## src/rtl/pidaw_pkg.sv

```systemverilog
package pidaw_pkg;

  // Field and state widths
  localparam int DATA_W    = 32;
  localparam int FRAC_BITS = 16;
  localparam int DT_BITS   = 16;
  localparam int INTEG_W   = DATA_W + 16;
  localparam int DELTA_W   = DATA_W + 1;
  localparam int WIDE_W    = 60;
  localparam int MODE_W    = 3;
  localparam int CFG_IDX_W = 3;

  // Signed working width for sums before saturation
  localparam int SUM_W   = WIDE_W + 2;
  localparam int ERR_X_W = DATA_W + 2;

  // Serial multiplier: multiplicand, multiplier and product widths
  localparam int MUL_AW = WIDE_W;
  localparam int MUL_BW = DATA_W + 2;
  localparam int MUL_PW = MUL_AW + MUL_BW;
  localparam int SAT_MW = MUL_PW + 1;

  // Serial divider: numerator magnitude, divisor magnitude, dividend widths
  localparam int DIV_NMW = DATA_W + 2;
  localparam int DIV_DMW = DATA_W + 1;
  localparam int DIV_SH  = (FRAC_BITS > DT_BITS) ? FRAC_BITS : DT_BITS;
  localparam int DIV_NW  = DIV_NMW + DIV_SH;

  // Limiting modes
  localparam logic [MODE_W-1:0] MODE_NONE     = 3'd0;
  localparam logic [MODE_W-1:0] MODE_CLIP     = 3'd1;
  localparam logic [MODE_W-1:0] MODE_BACKCALC = 3'd2;
  localparam logic [MODE_W-1:0] MODE_COND     = 3'd3;
  localparam logic [MODE_W-1:0] MODE_FILTER   = 3'd4;

  // Configuration register indexes
  localparam logic [CFG_IDX_W-1:0] REG_GAIN_P     = 3'd0;
  localparam logic [CFG_IDX_W-1:0] REG_GAIN_I     = 3'd1;
  localparam logic [CFG_IDX_W-1:0] REG_GAIN_D     = 3'd2;
  localparam logic [CFG_IDX_W-1:0] REG_GAIN_AW    = 3'd3;
  localparam logic [CFG_IDX_W-1:0] REG_OUT_LOW    = 3'd4;
  localparam logic [CFG_IDX_W-1:0] REG_OUT_HIGH   = 3'd5;
  localparam logic [CFG_IDX_W-1:0] REG_LIMIT_MODE = 3'd6;

  // Arithmetic steps of one sample
  typedef enum logic [2:0] {
    OP_AW, OP_INC, OP_DER, OP_P, OP_DT, OP_IT, OP_BC
  } op_t;

  // Saturation target of a unit result
  typedef enum logic [1:0] {
    SW_DELTA, SW_INTEG, SW_WIDE
  } sat_w_t;

  typedef struct packed {
    logic load;
    logic mul_start;
    logic div_start;
    op_t  op;
    logic comb;
    logic commit;
    logic hold;
  } cmd_t;

  typedef struct packed {
    logic dt_zero;
    logic filter;
    logic backcalc;
    logic mul_done;
    logic div_done;
  } stat_t;

  // Sign and magnitude to a saturated signed value
  function automatic logic signed [WIDE_W-1:0] sat_mag(input logic [SAT_MW-1:0] m,
                                                       input logic neg,
                                                       input sat_w_t sw);
    logic [SAT_MW-1:0] lim;
    logic [WIDE_W-1:0] v;
    case (sw)
      SW_DELTA: lim = SAT_MW'(1) << (DELTA_W - 1);
      SW_INTEG: lim = SAT_MW'(1) << (INTEG_W - 1);
      default:  lim = SAT_MW'(1) << (WIDE_W - 1);
    endcase
    if (neg) begin
      v = (m >= lim) ? WIDE_W'(SAT_MW'(0) - lim) : WIDE_W'(SAT_MW'(0) - m);
    end else begin
      v = (m >= lim) ? WIDE_W'(lim - SAT_MW'(1)) : WIDE_W'(m);
    end
    return signed'(v);
  endfunction

  // Signed saturation to w bits
  function automatic logic signed [WIDE_W-1:0] sat_s(input logic signed [SUM_W-1:0] x,
                                                     input int unsigned w);
    logic signed [SUM_W-1:0] hi;
    logic signed [SUM_W-1:0] lo;
    hi = signed'((SUM_W'(1) << (w - 1)) - SUM_W'(1));
    lo = ~hi;
    if (x > hi) return WIDE_W'(hi);
    else if (x < lo) return WIDE_W'(lo);
    else return WIDE_W'(x);
  endfunction

endpackage

```

## src/rtl/pidaw_mul.sv

```systemverilog
module pidaw_mul
  import pidaw_pkg::*;
(
  input  logic                     clk,
  input  logic                     rst,
  input  logic                     start,
  input  logic signed [MUL_AW-1:0] a,
  input  logic signed [MUL_BW-1:0] b,
  input  logic                     sh_dt,
  input  sat_w_t                   sat_w,
  output logic                     done,
  output logic signed [WIDE_W-1:0] res
);

  localparam int CNT_W = $clog2(MUL_BW + 1);
  localparam logic [SAT_MW-1:0] HALF_F = SAT_MW'(1) << (FRAC_BITS - 1);
  localparam logic [SAT_MW-1:0] HALF_T = SAT_MW'(1) << (DT_BITS - 1);

  logic              busy;
  logic              fin;
  logic [CNT_W-1:0]  cnt;
  logic [MUL_AW-1:0] amag;
  logic [MUL_PW-1:0] acc;
  logic              neg;
  sat_w_t            sw_r;
  logic              dt_r;
  logic [MUL_AW:0]   psum;
  logic [SAT_MW-1:0] rnd;

  // One multiplier bit a cycle, product shifts right through acc
  always_comb begin
    psum = {1'b0, acc[MUL_PW-1:MUL_BW]} + (acc[0] ? {1'b0, amag} : '0);
    if (dt_r) rnd = ({1'b0, acc} + HALF_T) >> DT_BITS;
    else      rnd = ({1'b0, acc} + HALF_F) >> FRAC_BITS;
  end

  always_ff @(posedge clk) begin
    if (rst) begin
      busy <= 1'b0;
      fin  <= 1'b0;
      done <= 1'b0;
    end else begin
      done <= 1'b0;
      if (start) begin
        busy <= 1'b1;
        cnt  <= '0;
        amag <= a[MUL_AW-1] ? unsigned'(-a) : unsigned'(a);
        acc  <= {{MUL_AW{1'b0}}, (b[MUL_BW-1] ? unsigned'(-b) : unsigned'(b))};
        neg  <= a[MUL_AW-1] ^ b[MUL_BW-1];
        sw_r <= sat_w;
        dt_r <= sh_dt;
      end else if (busy) begin
        acc <= {psum, acc[MUL_BW-1:1]};
        cnt <= cnt + 1'b1;
        if (cnt == CNT_W'(MUL_BW - 1)) begin
          busy <= 1'b0;
          fin  <= 1'b1;
        end
      end else if (fin) begin
        fin  <= 1'b0;
        done <= 1'b1;
        res  <= sat_mag(rnd, neg, sw_r);
      end
    end
  end

endmodule

```

## src/rtl/pidaw_div.sv

```systemverilog
module pidaw_div
  import pidaw_pkg::*;
(
  input  logic                      clk,
  input  logic                      rst,
  input  logic                      start,
  input  logic signed [DIV_NMW-1:0] num,
  input  logic signed [DIV_DMW-1:0] den,
  input  logic                      sh_dt,
  input  sat_w_t                    sat_w,
  output logic                      done,
  output logic signed [WIDE_W-1:0]  res
);

  localparam int CNT_W = $clog2(DIV_NW + 1);

  logic               busy;
  logic               fin;
  logic [CNT_W-1:0]   cnt;
  logic [DIV_NW-1:0]  quo;
  logic [DIV_DMW-1:0] rem;
  logic [DIV_DMW-1:0] dmag;
  logic               neg;
  sat_w_t             sw_r;
  logic [DIV_NMW-1:0] nmag;
  logic [DIV_NW-1:0]  dividend;
  logic [DIV_DMW:0]   shifted;
  logic [DIV_DMW:0]   diff;
  logic               ge;

  // Restoring division, one quotient bit a cycle
  always_comb begin
    nmag = num[DIV_NMW-1] ? unsigned'(-num) : unsigned'(num);
    if (sh_dt) dividend = DIV_NW'(nmag) << DT_BITS;
    else       dividend = DIV_NW'(nmag) << FRAC_BITS;
    shifted = {rem, quo[DIV_NW-1]};
    diff    = shifted - {1'b0, dmag};
    ge      = shifted >= {1'b0, dmag};
  end

  always_ff @(posedge clk) begin
    if (rst) begin
      busy <= 1'b0;
      fin  <= 1'b0;
      done <= 1'b0;
    end else begin
      done <= 1'b0;
      if (start) begin
        busy <= 1'b1;
        cnt  <= '0;
        quo  <= dividend;
        rem  <= '0;
        dmag <= den[DIV_DMW-1] ? unsigned'(-den) : unsigned'(den);
        neg  <= num[DIV_NMW-1] ^ den[DIV_DMW-1];
        sw_r <= sat_w;
      end else if (busy) begin
        rem <= ge ? diff[DIV_DMW-1:0] : shifted[DIV_DMW-1:0];
        quo <= {quo[DIV_NW-2:0], ge};
        cnt <= cnt + 1'b1;
        if (cnt == CNT_W'(DIV_NW - 1)) begin
          busy <= 1'b0;
          fin  <= 1'b1;
        end
      end else if (fin) begin
        fin  <= 1'b0;
        done <= 1'b1;
        res  <= sat_mag(SAT_MW'(quo), neg, sw_r);
      end
    end
  end

endmodule

```

## src/rtl/pidaw_dp.sv

```systemverilog
module pidaw_dp
  import pidaw_pkg::*;
(
  input  logic                     clk,
  input  logic                     rst,
  input  cmd_t                     cmd,
  output stat_t                    st,
  input  logic signed [DATA_W-1:0] error_in,
  input  logic [DT_BITS-1:0]       time_step,
  input  logic                     cfg_we,
  input  logic [CFG_IDX_W-1:0]     cfg_idx,
  input  logic [DATA_W-1:0]        cfg_data,
  output logic signed [DATA_W-1:0] control_out,
  output logic                     was_clipped,
  output logic                     held
);

  // Configuration
  logic signed [DATA_W-1:0]  gain_p, gain_i, gain_d, gain_aw, out_low, out_high;
  logic [MODE_W-1:0]         limit_mode;
  // Controller state
  logic signed [DATA_W-1:0]  last_error, last_output;
  logic signed [INTEG_W-1:0] integ_acc;
  logic signed [DELTA_W-1:0] windup_delta;
  // Working registers of the current sample
  logic signed [DATA_W-1:0]  err_r;
  logic [DT_BITS-1:0]        dt_r;
  logic signed [DELTA_W-1:0] aw_r, val_r;
  logic signed [INTEG_W-1:0] i_new;
  logic signed [WIDE_W-1:0]  d_r, p_r, dterm_r, iterm_r;
  logic signed [DATA_W-1:0]  y_r, clip_pd_r;
  logic                      clipped_r;

  logic signed [MUL_AW-1:0]  mul_a;
  logic signed [MUL_BW-1:0]  mul_b;
  logic                      mul_dt;
  sat_w_t                    mul_sw;
  logic                      mul_done;
  logic signed [WIDE_W-1:0]  mul_res;
  logic signed [DIV_NMW-1:0] div_num;
  logic signed [DIV_DMW-1:0] div_den;
  logic                      div_dt;
  sat_w_t                    div_sw;
  logic                      div_done;
  logic signed [WIDE_W-1:0]  div_res;

  logic signed [ERR_X_W-1:0] e_aw;
  logic signed [SUM_W-1:0]   pd, vsum;
  logic signed [DELTA_W-1:0] val;
  logic signed [DATA_W-1:0]  y, clip_pd;
  logic                      clipped;

  function automatic logic signed [DATA_W-1:0] clip_f(input logic signed [SUM_W-1:0] x,
                                                      input logic signed [DATA_W-1:0] lo,
                                                      input logic signed [DATA_W-1:0] hi);
    if (x < SUM_W'(lo)) return lo;
    else if (x > SUM_W'(hi)) return hi;
    else return DATA_W'(x);
  endfunction

  // Operand selection for the shared units
  always_comb begin
    e_aw   = ERR_X_W'(err_r) - ERR_X_W'(aw_r);
    mul_a  = MUL_AW'(err_r);
    mul_b  = MUL_BW'(gain_p);
    mul_dt = 1'b0;
    mul_sw = SW_WIDE;
    case (cmd.op)
      OP_AW: begin
        mul_a  = MUL_AW'(windup_delta);
        mul_b  = MUL_BW'(gain_aw);
        mul_sw = SW_DELTA;
      end
      OP_INC: begin
        mul_a  = MUL_AW'(e_aw);
        mul_b  = MUL_BW'(dt_r);
        mul_dt = 1'b1;
      end
      OP_DT: begin
        mul_a = d_r;
        mul_b = MUL_BW'(gain_d);
      end
      OP_IT: begin
        mul_a = MUL_AW'(i_new);
        mul_b = MUL_BW'(gain_i);
      end
      default: ;
    endcase
    if (cmd.op == OP_BC) begin
      div_num = DIV_NMW'(y_r) - DIV_NMW'(clip_pd_r);
      div_den = DIV_DMW'(gain_i);
      div_dt  = 1'b0;
      div_sw  = SW_INTEG;
    end else begin
      div_num = DIV_NMW'(err_r) - DIV_NMW'(last_error);
      div_den = DIV_DMW'(dt_r);
      div_dt  = 1'b1;
      div_sw  = SW_WIDE;
    end
  end

  pidaw_mul u_mul (
    .clk   (clk),
    .rst   (rst),
    .start (cmd.mul_start),
    .a     (mul_a),
    .b     (mul_b),
    .sh_dt (mul_dt),
    .sat_w (mul_sw),
    .done  (mul_done),
    .res   (mul_res)
  );

  pidaw_div u_div (
    .clk   (clk),
    .rst   (rst),
    .start (cmd.div_start),
    .num   (div_num),
    .den   (div_den),
    .sh_dt (div_dt),
    .sat_w (div_sw),
    .done  (div_done),
    .res   (div_res)
  );

  // Sum, saturation and limiting
  always_comb begin
    pd   = SUM_W'(p_r) + SUM_W'(dterm_r);
    vsum = pd + SUM_W'(iterm_r);
    val  = DELTA_W'(sat_s(vsum, DELTA_W));
    if (limit_mode == MODE_NONE) y = DATA_W'(sat_s(SUM_W'(val), DATA_W));
    else                         y = clip_f(SUM_W'(val), out_low, out_high);
    clipped = DELTA_W'(y) != val;
    clip_pd = clip_f(pd, out_low, out_high);
  end

  always_comb begin
    st.dt_zero  = dt_r == '0;
    st.filter   = limit_mode == MODE_FILTER;
    st.backcalc = (limit_mode == MODE_BACKCALC) && (gain_i != '0);
    st.mul_done = mul_done;
    st.div_done = div_done;
  end

  // Configuration and controller state
  always_ff @(posedge clk) begin
    if (rst) begin
      gain_p       <= DATA_W'(1) << FRAC_BITS;
      gain_i       <= '0;
      gain_d       <= '0;
      gain_aw      <= '0;
      out_low      <= {1'b1, {(DATA_W-1){1'b0}}};
      out_high     <= {1'b0, {(DATA_W-1){1'b1}}};
      limit_mode   <= MODE_NONE;
      last_error   <= '0;
      integ_acc    <= '0;
      last_output  <= '0;
      windup_delta <= '0;
    end else begin
      if (cfg_we) begin
        unique case (cfg_idx)
          REG_GAIN_P:   gain_p   <= cfg_data;
          REG_GAIN_I:   gain_i   <= cfg_data;
          REG_GAIN_D:   gain_d   <= cfg_data;
          REG_GAIN_AW:  gain_aw  <= cfg_data;
          REG_OUT_LOW:  out_low  <= cfg_data;
          REG_OUT_HIGH: out_high <= cfg_data;
          REG_LIMIT_MODE: begin
            if (cfg_data[MODE_W-1:0] != limit_mode) begin
              limit_mode   <= cfg_data[MODE_W-1:0];
              windup_delta <= '0;
            end
          end
          default: ;
        endcase
      end
      if (cmd.commit && !cmd.hold) begin
        last_error  <= err_r;
        last_output <= y_r;
        if (!((limit_mode == MODE_COND) && clipped_r)) integ_acc <= i_new;
        if (limit_mode == MODE_FILTER) begin
          windup_delta <= DELTA_W'(sat_s(SUM_W'(val_r) - SUM_W'(y_r), DELTA_W));
        end
      end
    end
  end

  // Working registers and result
  always_ff @(posedge clk) begin
    if (cmd.load) begin
      err_r <= error_in;
      dt_r  <= time_step;
      aw_r  <= '0;
    end
    if (mul_done) begin
      case (cmd.op)
        OP_AW:  aw_r    <= DELTA_W'(mul_res);
        OP_INC: i_new   <= INTEG_W'(sat_s(SUM_W'(integ_acc) + SUM_W'(mul_res), INTEG_W));
        OP_P:   p_r     <= mul_res;
        OP_DT:  dterm_r <= mul_res;
        OP_IT:  iterm_r <= mul_res;
        default: ;
      endcase
    end
    if (div_done) begin
      case (cmd.op)
        OP_DER:  d_r   <= div_res;
        OP_BC:   i_new <= INTEG_W'(div_res);
        default: ;
      endcase
    end
    if (cmd.comb) begin
      val_r     <= val;
      y_r       <= y;
      clipped_r <= clipped;
      clip_pd_r <= clip_pd;
    end
    if (cmd.commit) begin
      if (cmd.hold) begin
        control_out <= last_output;
        was_clipped <= 1'b0;
        held        <= 1'b1;
      end else begin
        control_out <= y_r;
        was_clipped <= clipped_r;
        held        <= 1'b0;
      end
    end
  end

endmodule

```

## src/rtl/pidaw_ctrl.sv

```systemverilog
module pidaw_ctrl
  import pidaw_pkg::*;
(
  input  logic  clk,
  input  logic  rst,
  input  logic  s_tvalid,
  output logic  s_tready,
  output logic  m_tvalid,
  input  logic  m_tready,
  input  stat_t st,
  output cmd_t  cmd
);

  typedef enum logic [2:0] {
    S_IDLE, S_START, S_ISSUE, S_WAIT, S_COMB, S_COMMIT
  } state_t;

  state_t state;
  op_t    op_r;
  logic   hold_r;
  logic   out_free;

  always_comb begin
    s_tready      = state == S_IDLE;
    out_free      = !m_tvalid || m_tready;
    cmd.load      = s_tvalid && s_tready;
    cmd.mul_start = (state == S_ISSUE) && (op_r != OP_DER) && (op_r != OP_BC);
    cmd.div_start = (state == S_ISSUE) && ((op_r == OP_DER) || (op_r == OP_BC));
    cmd.op        = op_r;
    cmd.comb      = state == S_COMB;
    cmd.commit    = (state == S_COMMIT) && out_free;
    cmd.hold      = hold_r;
  end

  // Step sequencer and output valid
  always_ff @(posedge clk) begin
    if (rst) begin
      state    <= S_IDLE;
      op_r     <= OP_INC;
      hold_r   <= 1'b0;
      m_tvalid <= 1'b0;
    end else begin
      if (m_tready && !cmd.commit) m_tvalid <= 1'b0;
      unique case (state)
        S_IDLE: begin
          if (s_tvalid) state <= S_START;
        end
        S_START: begin
          if (st.dt_zero) begin
            hold_r <= 1'b1;
            state  <= S_COMMIT;
          end else begin
            op_r  <= st.filter ? OP_AW : OP_INC;
            state <= S_ISSUE;
          end
        end
        S_ISSUE: state <= S_WAIT;
        S_WAIT: begin
          if (st.mul_done || st.div_done) begin
            state <= S_ISSUE;
            case (op_r)
              OP_AW:   op_r  <= OP_INC;
              OP_INC:  op_r  <= OP_DER;
              OP_DER:  op_r  <= OP_P;
              OP_P:    op_r  <= OP_DT;
              OP_DT:   op_r  <= OP_IT;
              OP_IT:   state <= S_COMB;
              OP_BC:   state <= S_COMMIT;
              default: state <= S_IDLE;
            endcase
          end
        end
        S_COMB: begin
          if (st.backcalc) begin
            op_r  <= OP_BC;
            state <= S_ISSUE;
          end else begin
            state <= S_COMMIT;
          end
        end
        S_COMMIT: begin
          if (out_free) begin
            m_tvalid <= 1'b1;
            hold_r   <= 1'b0;
            state    <= S_IDLE;
          end
        end
        default: state <= S_IDLE;
      endcase
    end
  end

  // A unit only finishes while its step is awaited
  a_done_in_wait: assert property (@(posedge clk) disable iff (rst)
    (st.mul_done || st.div_done) |-> state == S_WAIT)
    else $error("unit finished outside a wait step");

  // A new result appears only out of the commit step
  a_valid_from_commit: assert property (@(posedge clk) disable iff (rst)
    $rose(m_tvalid) |-> $past(state) == S_COMMIT)
    else $error("output valid raised outside commit");

  // A wait ends only in a known successor
  a_wait_exit: assert property (@(posedge clk) disable iff (rst)
    state == S_WAIT |=> (state == S_WAIT || state == S_ISSUE ||
                         state == S_COMB || state == S_COMMIT))
    else $error("bad exit from wait step");

  // The hold flag never survives into a new sample
  a_hold_clear: assert property (@(posedge clk) disable iff (rst)
    (s_tvalid && s_tready) |-> !hold_r)
    else $error("hold flag still set at accept");

endmodule

```

## src/rtl/pid_controller_antiwindup_core.sv

```systemverilog
// Parallel-form PID controller with output limiting and anti-windup.
// Slave stream: one beat per sample, s_tdata = error_in (Q16.16) then
// time_step (Q0.16). Master stream: one beat per sample, m_tdata = the
// limited output, m_tuser = was_clipped, held.
// The user writes gains, limits and limit_mode on the cfg port while idle;
// the core does not check it. One sample at a time: a serial 60x34
// multiplier and a serial restoring divider are shared by all terms.
// Filtering mode adds a windup product step and back-calculation a
// further division step; a zero time step goes straight to the commit
// step. s_tready rises again in the same cycle that the result is
// registered.
// The result sits in an output register; a new sample is accepted while it
// waits, and the next result stalls in its commit step until m_tready
// frees the register.
// rst (synchronous) restores the default gains and limits, clears the
// integral, last error, last output and windup term, and empties the
// output register.
module pid_controller_antiwindup_core
  import pidaw_pkg::*;
(
  input  logic                 clk,
  input  logic                 rst,
  input  logic                 s_tvalid,
  output logic                 s_tready,
  input  logic [47:0]          s_tdata,   // error_in[31:0], time_step[47:32]
  output logic                 m_tvalid,
  input  logic                 m_tready,
  output logic [31:0]          m_tdata,   // control_out[31:0]
  output logic [1:0]           m_tuser,   // was_clipped[0], held[1]
  input  logic                 cfg_we,
  input  logic [CFG_IDX_W-1:0] cfg_idx,
  input  logic [DATA_W-1:0]    cfg_data
);

  cmd_t                     cmd;
  stat_t                    st;
  logic signed [DATA_W-1:0] control_out;
  logic                     was_clipped;
  logic                     held;

  pidaw_ctrl u_ctrl (
    .clk      (clk),
    .rst      (rst),
    .s_tvalid (s_tvalid),
    .s_tready (s_tready),
    .m_tvalid (m_tvalid),
    .m_tready (m_tready),
    .st       (st),
    .cmd      (cmd)
  );

  pidaw_dp u_dp (
    .clk         (clk),
    .rst         (rst),
    .cmd         (cmd),
    .st          (st),
    .error_in    (signed'(s_tdata[DATA_W-1:0])),
    .time_step   (s_tdata[DATA_W+DT_BITS-1:DATA_W]),
    .cfg_we      (cfg_we),
    .cfg_idx     (cfg_idx),
    .cfg_data    (cfg_data),
    .control_out (control_out),
    .was_clipped (was_clipped),
    .held        (held)
  );

  assign m_tdata = control_out;
  assign m_tuser = {held, was_clipped};

endmodule

```

## config.mk

```make
export PLATFORM = sky130hd
export DESIGN_NAME = pid_controller_antiwindup_core
export DESIGN_NICKNAME = d
export VERILOG_FILES = /design/src/rtl/pidaw_pkg.sv /design/src/rtl/pidaw_mul.sv /design/src/rtl/pidaw_div.sv /design/src/rtl/pidaw_dp.sv /design/src/rtl/pidaw_ctrl.sv /design/src/rtl/pid_controller_antiwindup_core.sv
export SDC_FILE = /design/constraint.sdc
export NUM_CORES = 2
export LEC_CHECK = 0
export ABC_AREA = 1
export BUFFER_PORTS_ARGS = -buffer_cell sky130_fd_sc_hd__buf_2
export CAP_MARGIN = 20
export CORE_MARGIN = 4
export CORE_UTILIZATION = 30
export DETAILED_ROUTE_END_ITERATION = 6
export PLACE_DENSITY = 0.47
export SLEW_MARGIN = 40
export SYNTH_ARGS = -nofsm -noshare
export SYNTH_HDL_FRONTEND = slang
export SYNTH_SLANG_ARGS = --single-unit
```

## constraint.sdc

```tcl
create_clock -name clk -period 7.54 [get_ports clk]
set_input_delay 1.508 -clock clk [delete_from_list [all_inputs] [get_ports clk]]
set_output_delay 1.508 -clock clk [all_outputs]
set_load 0.005 [all_outputs]
```

After elaboration in Yosys (flattened, before gate mapping)

Cells that the tools add are included.

Register bits: 1263
Input bits: 88
Logic and storage cells: 281

Add/sub/neg operators: 22
Order comparisons: 15
Eq/ne operators: 37
Multiplexer cells: 93
Bitwise gates (word level): 8
Reductions and logical operators: 53

Operators by type and width:

| cell                   | count |
|---|---|
| $mux 95                | 8 |
| $mux 33                | 15 |
| $mux 60                | 7 |
| $mux 32                | 9 |
| $mux 48                | 6 |
| $pmux 60 s2            | 2 |
| $pmux 60 s4            | 1 |
| $sub 1x60->60 const A  | 3 |
| $mux 34                | 4 |
| $pmux 34 s4            | 1 |
| $sub 60x1->60 const B  | 2 |
| $mux 50                | 2 |
| $add 94x16->95 const B | 1 |
| $ge 50x95->1           | 1 |
| $ge 79x95->1           | 1 |
| $mux 94                | 1 |
| $neg 34->34            | 2 |
| $sub 32x32->33         | 2 |
| $add 61x60->62         | 1 |
| $gt 62x33->1 const B   | 1 |
| $lt 62x33->1 const B   | 1 |
| $add 48x60->61         | 1 |
| $add 60x60->61         | 1 |
| $add 60x61->61         | 1 |
| other kinds (56)       | 154 |

Depth between registers and ports, before layout

Depth after elaboration: 10
Gate-level depth with buffers: 71
Gate-level depth less buffers: 69

Hierarchy

A second synthesis with hierarchy kept.

Cell total of the unflattened synthesis: 13058
Area, all modules: 92205.9 µm²

By module, submodules not included:

| module                         | instances | cells each | area an instance (µm²) | sequential area each (µm²) |
|---|---|---|---|---|
| pidaw_dp                       | 1         | 7783       | 56872.0                | 21040.2 |
| pidaw_mul                      | 1         | 3151       | 20766.2                | 6756.5 |
| pidaw_div                      | 1         | 2026       | 13998.4                | 5375.2 |
| pidaw_ctrl                     | 1         | 96         | 554.3                  | 160.2 |
| pid_controller_antiwindup_core | 1         | 2          | 15.0                   | 0.0 |

Worst setup path before layout

OpenSTA, ideal clock, no wires.

Path kind: register -> register
From: register u_dp.dterm_r[0]
To: register u_dp.clipped_r, data pin
Library setup time: 0.260 ns
Arrival: 8.017 ns
Data required time: 7.280 ns
Path slack: -0.737 ns
Cell stages (with the launch flop): 66
Buffers on the path: 2
Period minus slack after synthesis: 8.277 ns
Cell sequence: edfxtp_1 ha_1 inv_1 fa_1 nand3b_1 nand2_1 a21oi_1 o21ai_1 a21boi_0 o21ai_0 a21boi_1 inv_1 a21oi_1 o21ai_1 nand2_1 nand2_1 a21oi_1 o21ai_1 (+30 left out) nand2_1 nor4_1 nand2_1 o211ai_1 xnor2_1 nand2_1 clkbuf_1 o21ai_0 nand2_1 o211ai_1 nand2_1 inv_1 o21ai_0 nand3_1 nor2_1 nand2_1 nor2_1 nand3_1

Cells in the longest elaborated chain, start to end: 10
Elaborated cells on any way between the ends: 16
Those cells by class: 2 x add/sub; 6 x order compare; 1 x eq/ne; 7 x mux

Ends and longest elaborated chain:

| item                                                | RTL line                         | text |
|---|---|---|
| start, declared                                     | pidaw_dp.sv:30                   | `logic signed [WIDE_W-1:0] d_r, p_r, dterm_r, iterm_r;` |
| start signal, assigned                              | pidaw_dp.sv:200                  | `OP_DT: dterm_r <= mul_res;` |
| $add 60x60->61 (*)                                  | pidaw_dp.sv:128                  | `pd = SUM_W'(p_r) + SUM_W'(dterm_r);` |
| $add 61x60->62 (*)                                  | pidaw_dp.sv:129                  | `vsum = pd + SUM_W'(iterm_r);` |
| $lt 62x33->1                                        | pidaw_pkg.sv:100                 | `else if (x < lo) return WIDE_W'(lo);` |
| $mux 33                                             | pidaw_pkg.sv:100                 |  |
| $mux 33 (*)                                         | pidaw_pkg.sv:99                  | `if (x > hi) return WIDE_W'(hi);` |
| via u_dp.val[31]                                    | pidaw_dp.sv:49                   | `logic signed [DELTA_W-1:0] val;` |
| $gt 33x32->1 / $lt 33x32->1 (equally long branches) | pidaw_dp.sv:57, pidaw_pkg.sv:100 |  |
| $mux 32 (on tied branches)                          | pidaw_dp.sv:57, pidaw_pkg.sv:100 |  |
| $mux 32 (on tied branches)                          | pidaw_dp.sv:56, pidaw_pkg.sv:99  |  |
| $mux 32 (*)                                         | pidaw_dp.sv:131                  | `if (limit_mode == MODE_NONE) y = DATA_W'(sat_s(SUM_W'(val), DATA_W));` |
| via u_dp.y[31]                                      | pidaw_dp.sv:50                   | `logic signed [DATA_W-1:0] y, clip_pd;` |
| $ne 32x33->1 (*)                                    | pidaw_dp.sv:133                  | `clipped = DELTA_W'(y) != val;` |
| via u_dp.clipped                                    | pidaw_dp.sv:51                   | `logic clipped;` |
| end signal, assigned                                | pidaw_dp.sv:215                  | `clipped_r <= clipped;` |
| end, declared                                       | pidaw_dp.sv:32                   | `logic clipped_r;` |

Mark *: on every way through the listed nets, which the timed path passes. The rest lies on a longest branch.
A chain may end at the register's enable or synchronous reset.

Worst setup path after layout

From: register u_dp.dterm_r[0]
To: register u_dp.clipped_r, data pin

Cells in the longest elaborated chain, start to end: 10
Elaborated cells on any way between the ends: 16
Those cells by class: 2 x add/sub; 6 x order compare; 1 x eq/ne; 7 x mux

Ends and longest elaborated chain:

| item                                                | RTL line |
|---|---|
| $add 60x60->61 (*)                                  | pidaw_dp.sv:128 |
| $add 61x60->62 (*)                                  | pidaw_dp.sv:129 |
| $lt 62x33->1                                        | pidaw_pkg.sv:100 |
| $mux 33                                             | pidaw_pkg.sv:100 |
| $mux 33 (*)                                         | pidaw_pkg.sv:99 |
| via u_dp.val[3]                                     | pidaw_dp.sv:49 |
| $gt 33x32->1 / $lt 33x32->1 (equally long branches) | pidaw_dp.sv:57, pidaw_pkg.sv:100 |
| $mux 32 (on tied branches)                          | pidaw_dp.sv:57, pidaw_pkg.sv:100 |
| $mux 32 (on tied branches)                          | pidaw_dp.sv:56, pidaw_pkg.sv:99 |
| $mux 32                                             | pidaw_dp.sv:131 |
| $ne 32x33->1 (*)                                    | pidaw_dp.sv:133 |
| via u_dp.clipped                                    | pidaw_dp.sv:51 |

Marks and branches as above.

==> implementation parameters <==
Parameter                              Value

Power and ir drop
  Sequential fraction of design power    40.8%
  Cell leakage power    46.28 nW
  Fraction of power spent switching nets    32.03%
  Clock share of power    39.9%
  Net Sw Power    6.067 mW
  Cell Pwr Density    180.4 nW/µm²
  Combinational Power Share    19.2%
  Largest voltage drop on the vdd net    0.1705 mV
  Int Power    12.88 mW

Setup path
  Required time of the worst setup path    8120 ps
  Delay contributed by the slowest stage of the critical path    360 ps
  Startpoint kind of the worst setup timing path    flip-flop
  Most common cell type on the critical path    sky130_fd_sc_hd__nand2_1
  Cells on worst reg2reg path    61
  Critical Path End Type    flip-flop
  WP data arrival    9170 ps
  CP Max Fanout    8
  Critical path type    flip-flop to flip-flop
  CP max stage cell    sky130_fd_sc_hd__ha_4

Global routing
  Antenna violations before repair    24
  Leftover overflow at the end of global routing    0
  Largest net degree at the start of global routing    142
  Overall routing resource usage    24.04%
  First-pass GRT wire length    539.3 mm
  Number of global-route vias before repair    78160

Synth
  Complex-gate fraction of the synthesized area    16.73%
  Seq cells post-synth    1246
  Most area-hungry cell type in the Yosys netlist    sky130_fd_sc_hd__edfxtp_1
  Combinational family with the most area after synthesis    simple AND/OR/NAND/NOR gates
  Synth warnings    0
  Top cells by area, synth    sky130_fd_sc_hd__edfxtp_1 28%, sky130_fd_sc_hd__nand2_1 12%, sky130_fd_sc_hd__dfxtp_1 9.9%
  Synth Area in Simple Gates    23.21%
  Cell area after synthesis    87550 µm²
  Distinct cell type count of the synthesized netlist    79
  Net count of the mapped netlist    12590
  Most repeated cell in the gate-level netlist after synthesis    sky130_fd_sc_hd__nand2_1
  XOR/XNOR share of the synthesized area    4.690%
  Number of enable-type register cells in the synthesized netlist    811
  Average footprint of a synthesized cell    7.367 µm²
  Fraction of registers with async set or reset after synthesis    0%
  Share of synthesized area occupied by flip-flops and latches    37.76%
  Most instantiated flip-flop cell in the synthesis netlist    sky130_fd_sc_hd__edfxtp_1
  Synth Instances    11880
  Commonest cells in the synthesized netlist    2722 x sky130_fd_sc_hd__nand2_1, 1605 x sky130_fd_sc_hd__inv_1, 1183 x sky130_fd_sc_hd__nor2_1
  Mux share of post-synthesis cell area    0.03573%
  Area share of the largest cell type after synthesis    27.82%
  Synth Area in Adders    8.866%

STA
  Worst Setup Slack, final    -1050 ps
  Clock Skew    96.61 ps
  Setup-violating endpoint count in the final report    33
  Period utilisation layout    113.9%
  Hold slack    417.6 ps
  Transition at the pin with the smallest max-transition slack    1056 ps
  Post-route minimum period    8590 ps
  Max-slew violation count    0
  Unrepaired setup endpoints after global routing    true
  Highest achievable clock rate    116.4 MHz
  Hold Fails Final Rpt    0
  Worst slew slack as a fraction of its limit    29.59%

Floorplan
  Die Footprint    300600 µm²
  Core outline area    290800 µm²
  Initial Util    30.10%
  Width of the chip    548.2 µm
  # IOs    124
  Die Y-Extent    548.2 µm
  Number of placement rows    198

Clock network
  Clock-pin slew reported for the worst setup and hold paths after clock tree synthesis    70 ps
  Maximum level of the CTS H-tree    4
  Number of buffers created by CTS    157
  TritonCTS clock tree    done
  Later-pin clock latency in the skew report    890 ps
  CTS Root Cell    sky130_fd_sc_hd__clkbuf_16
  Clk buf depth    4
  Hold-fix buffer count after cts    0
  Number of clock sinks    1246

Flow run
  Maxcap violations    0

Finish
  Layout cell share with drive strength beyond 1    13.03%
  Layout Area Growth over Synthesis    19.93%
  Cell Count, Final, Fillers Out    16650
  Number of nets in the finished design    13320

Worst hold path
  Kind of path behind the tightest hold check    flip-flop to flip-flop
  Number of instances on the worst hold path    0

Routing
  Routed Antenna Nets    0
  Via count normalized by instance count    5.070
  Detailed-routing iteration count for the pre-antenna-repair pass    6
  Total length of routed wires    377.5 mm
  Via count of the routed design    84390
  Starting DRT DRC Count    8190
  Post-route DRC violation count    0
  Final routed wire length divided by cell count    22.68 µm

Placed design
  Final RePlAce weighted congestion    0.9672
  HPWL reported at the end of detailed placement    303.2 mm
  Number of cells in the design after placement    16310
  Port Buffers    123

Outcome
  Run status    complete, but fails checks
  Failing checks    negative setup slack
==> power by group through the flow <==
stage	clock network, mW	registers, mW	logic (mW)
after floorplan	0	7.75	2.18
after global placement	0	7.88	3.50
after detailed placement	0	7.88	3.50
after CTS	7.71	7.73	3.55
after global routing	7.97	7.74	3.97
final	7.56	7.74	3.65
==> path summary, 6_finish.rpt <==
kind	startpoint	end	slack (ps)
max	u_dp.dterm_r[0]$_DFFE_PP_	u_dp.clipped_r$_DFFE_PN_	-1050
min reg2reg	u_dp.u_div.res[58]$_DFFE_PP_	u_dp.d_r[58]$_DFFE_PP_	420
min	u_dp.u_div.res[58]$_DFFE_PP_	u_dp.d_r[58]$_DFFE_PP_	420
max reg2reg	u_dp.dterm_r[0]$_DFFE_PP_	u_dp.clipped_r$_DFFE_PN_	-1050
==> stage by stage <==
step                utilization (%)  power, mW  setup slack (ps)  instance area [µm²]  TNS, ps
finish                        36.10      18.94             -1050               105000   -19090
global placement              33.63      11.38             -1411                97820   -31050
global route                  36.10      19.68             -1639               105000   -36880
detailed placement            33.67      11.38             -1455                97930   -34050
CTS                           35.80      19.00            -951.6               104100   -16920
floorplan                         -      9.937            -67.67                87780   -67.67
==> repair_timing <==
item | CTS | global route
gates cloned | 3 | 4
setup buffers | 25 | 26
endpoints found under the setup margin | 33 | 33
resized for setup | 235 | 150
pin swaps | 78 | 67
==> logic make-up (layout without fill, tap and decap cells) <==
| family | count (synthesis) | count (layout) |
|---|---|---|
| flops | 1246 | 1246 |
| simple gates | 4902 | 4902 |
| other cells | 1 | 7 |
| buf+inv | 2000 | 2855 |
| mux | 3 | 3 |
| fa+ha+maj | 615 | 615 |
| xor+xnor | 468 | 468 |
| compound gates | 2649 | 2649 |
==> registers in the layout, summed over array words and instances, names as in the netlist, 48 cells and up <==
register / cells
u_dp.u_div.quo: 50
u_dp.u_mul.acc: 94
u_dp.u_mul.amag: 60
u_dp.dterm_r: 60
u_dp.d_r: 52
u_dp.p_r: 60
u_dp.u_mul.res: 60
u_dp.iterm_r: 60
u_dp.integ_acc: 48
u_dp.i_new: 48
u_dp.u_div.res: 52
==> worst max-delay path, delay by kind of cell (launching register included) <==
kind / cells / cell delay [ps]
flip-flops: 1 / 330
XOR/XNOR: 1 / 140
AO/OA/AOI/OAI: 16 / 2180
adder cells (fa/ha/maj): 4 / 1130
buffers and inverters: 10 / 1240
AND/OR/NAND/NOR: 30 / 3270
==> routing by layer <==
metal  GRT usage, %  routed length [µm]  part of all wire (%)  vias to the layer above
met5              0                  37                0.0098                        -
met3          3.091               23660                   6.3                      521
met1          34.23              174700                    46                    39830
met4          7.736               13710                   3.6                        8
li1               -                   -                     -                    41370
met2          37.65              165400                    44                     2657
==> layout by cell type, fill, tap and decap left out, types with 34 or more instances in the layout <==
| cell | netlist | routed |
|---|---|---|
| sky130_fd_sc_hd__inv_1 | 1605 | 1565 |
| sky130_fd_sc_hd__o21ai_0 | 907 | 874 |
| sky130_fd_sc_hd__nand2_2 | 9 | 105 |
| sky130_fd_sc_hd__nand3_1 | 422 | 410 |
| sky130_fd_sc_hd__a21oi_1 | 1121 | 1085 |
| sky130_fd_sc_hd__nor3_1 | 193 | 178 |
| sky130_fd_sc_hd__dfxtp_1 | 435 | 433 |
| sky130_fd_sc_hd__nor4_1 | 75 | 69 |
| sky130_fd_sc_hd__o21ai_1 | 64 | 83 |
| sky130_fd_sc_hd__o21a_1 | 53 | 53 |
| sky130_fd_sc_hd__nor2_2 | 16 | 59 |
| sky130_fd_sc_hd__clkbuf_16 | 0 | 165 |
| sky130_fd_sc_hd__nor2_1 | 1183 | 1118 |
| sky130_fd_sc_hd__o22ai_1 | 60 | 60 |
| sky130_fd_sc_hd__edfxtp_1 | 811 | 811 |
| sky130_fd_sc_hd__ha_1 | 606 | 577 |
| sky130_fd_sc_hd__or2_2 | 36 | 36 |
| sky130_fd_sc_hd__nand4_1 | 151 | 151 |
| sky130_fd_sc_hd__inv_2 | 22 | 52 |
| sky130_fd_sc_hd__buf_4 | 9 | 743 |
| sky130_fd_sc_hd__buf_6 | 4 | 37 |
| sky130_fd_sc_hd__xnor2_1 | 120 | 118 |
| sky130_fd_sc_hd__clkinv_1 | 12 | 34 |
| sky130_fd_sc_hd__o211ai_1 | 97 | 97 |
| sky130_fd_sc_hd__xor2_1 | 347 | 341 |
| sky130_fd_sc_hd__a31oi_1 | 83 | 79 |
| sky130_fd_sc_hd__nand2_1 | 2722 | 2611 |
| sky130_fd_sc_hd__buf_2 | 36 | 122 |
==> cell type report <==
type	instances	area, µm²
clock inverter	80	686.9
sequential	1246	33060
inverter	1639	6196
antenna	6	15.01
timing repair buffer	936	7333
multi-input combinational	8638	48500
fill	31280	185800
tap	3900	4880
clock buffer	200	4335
(Power assumes the default switching activity.)
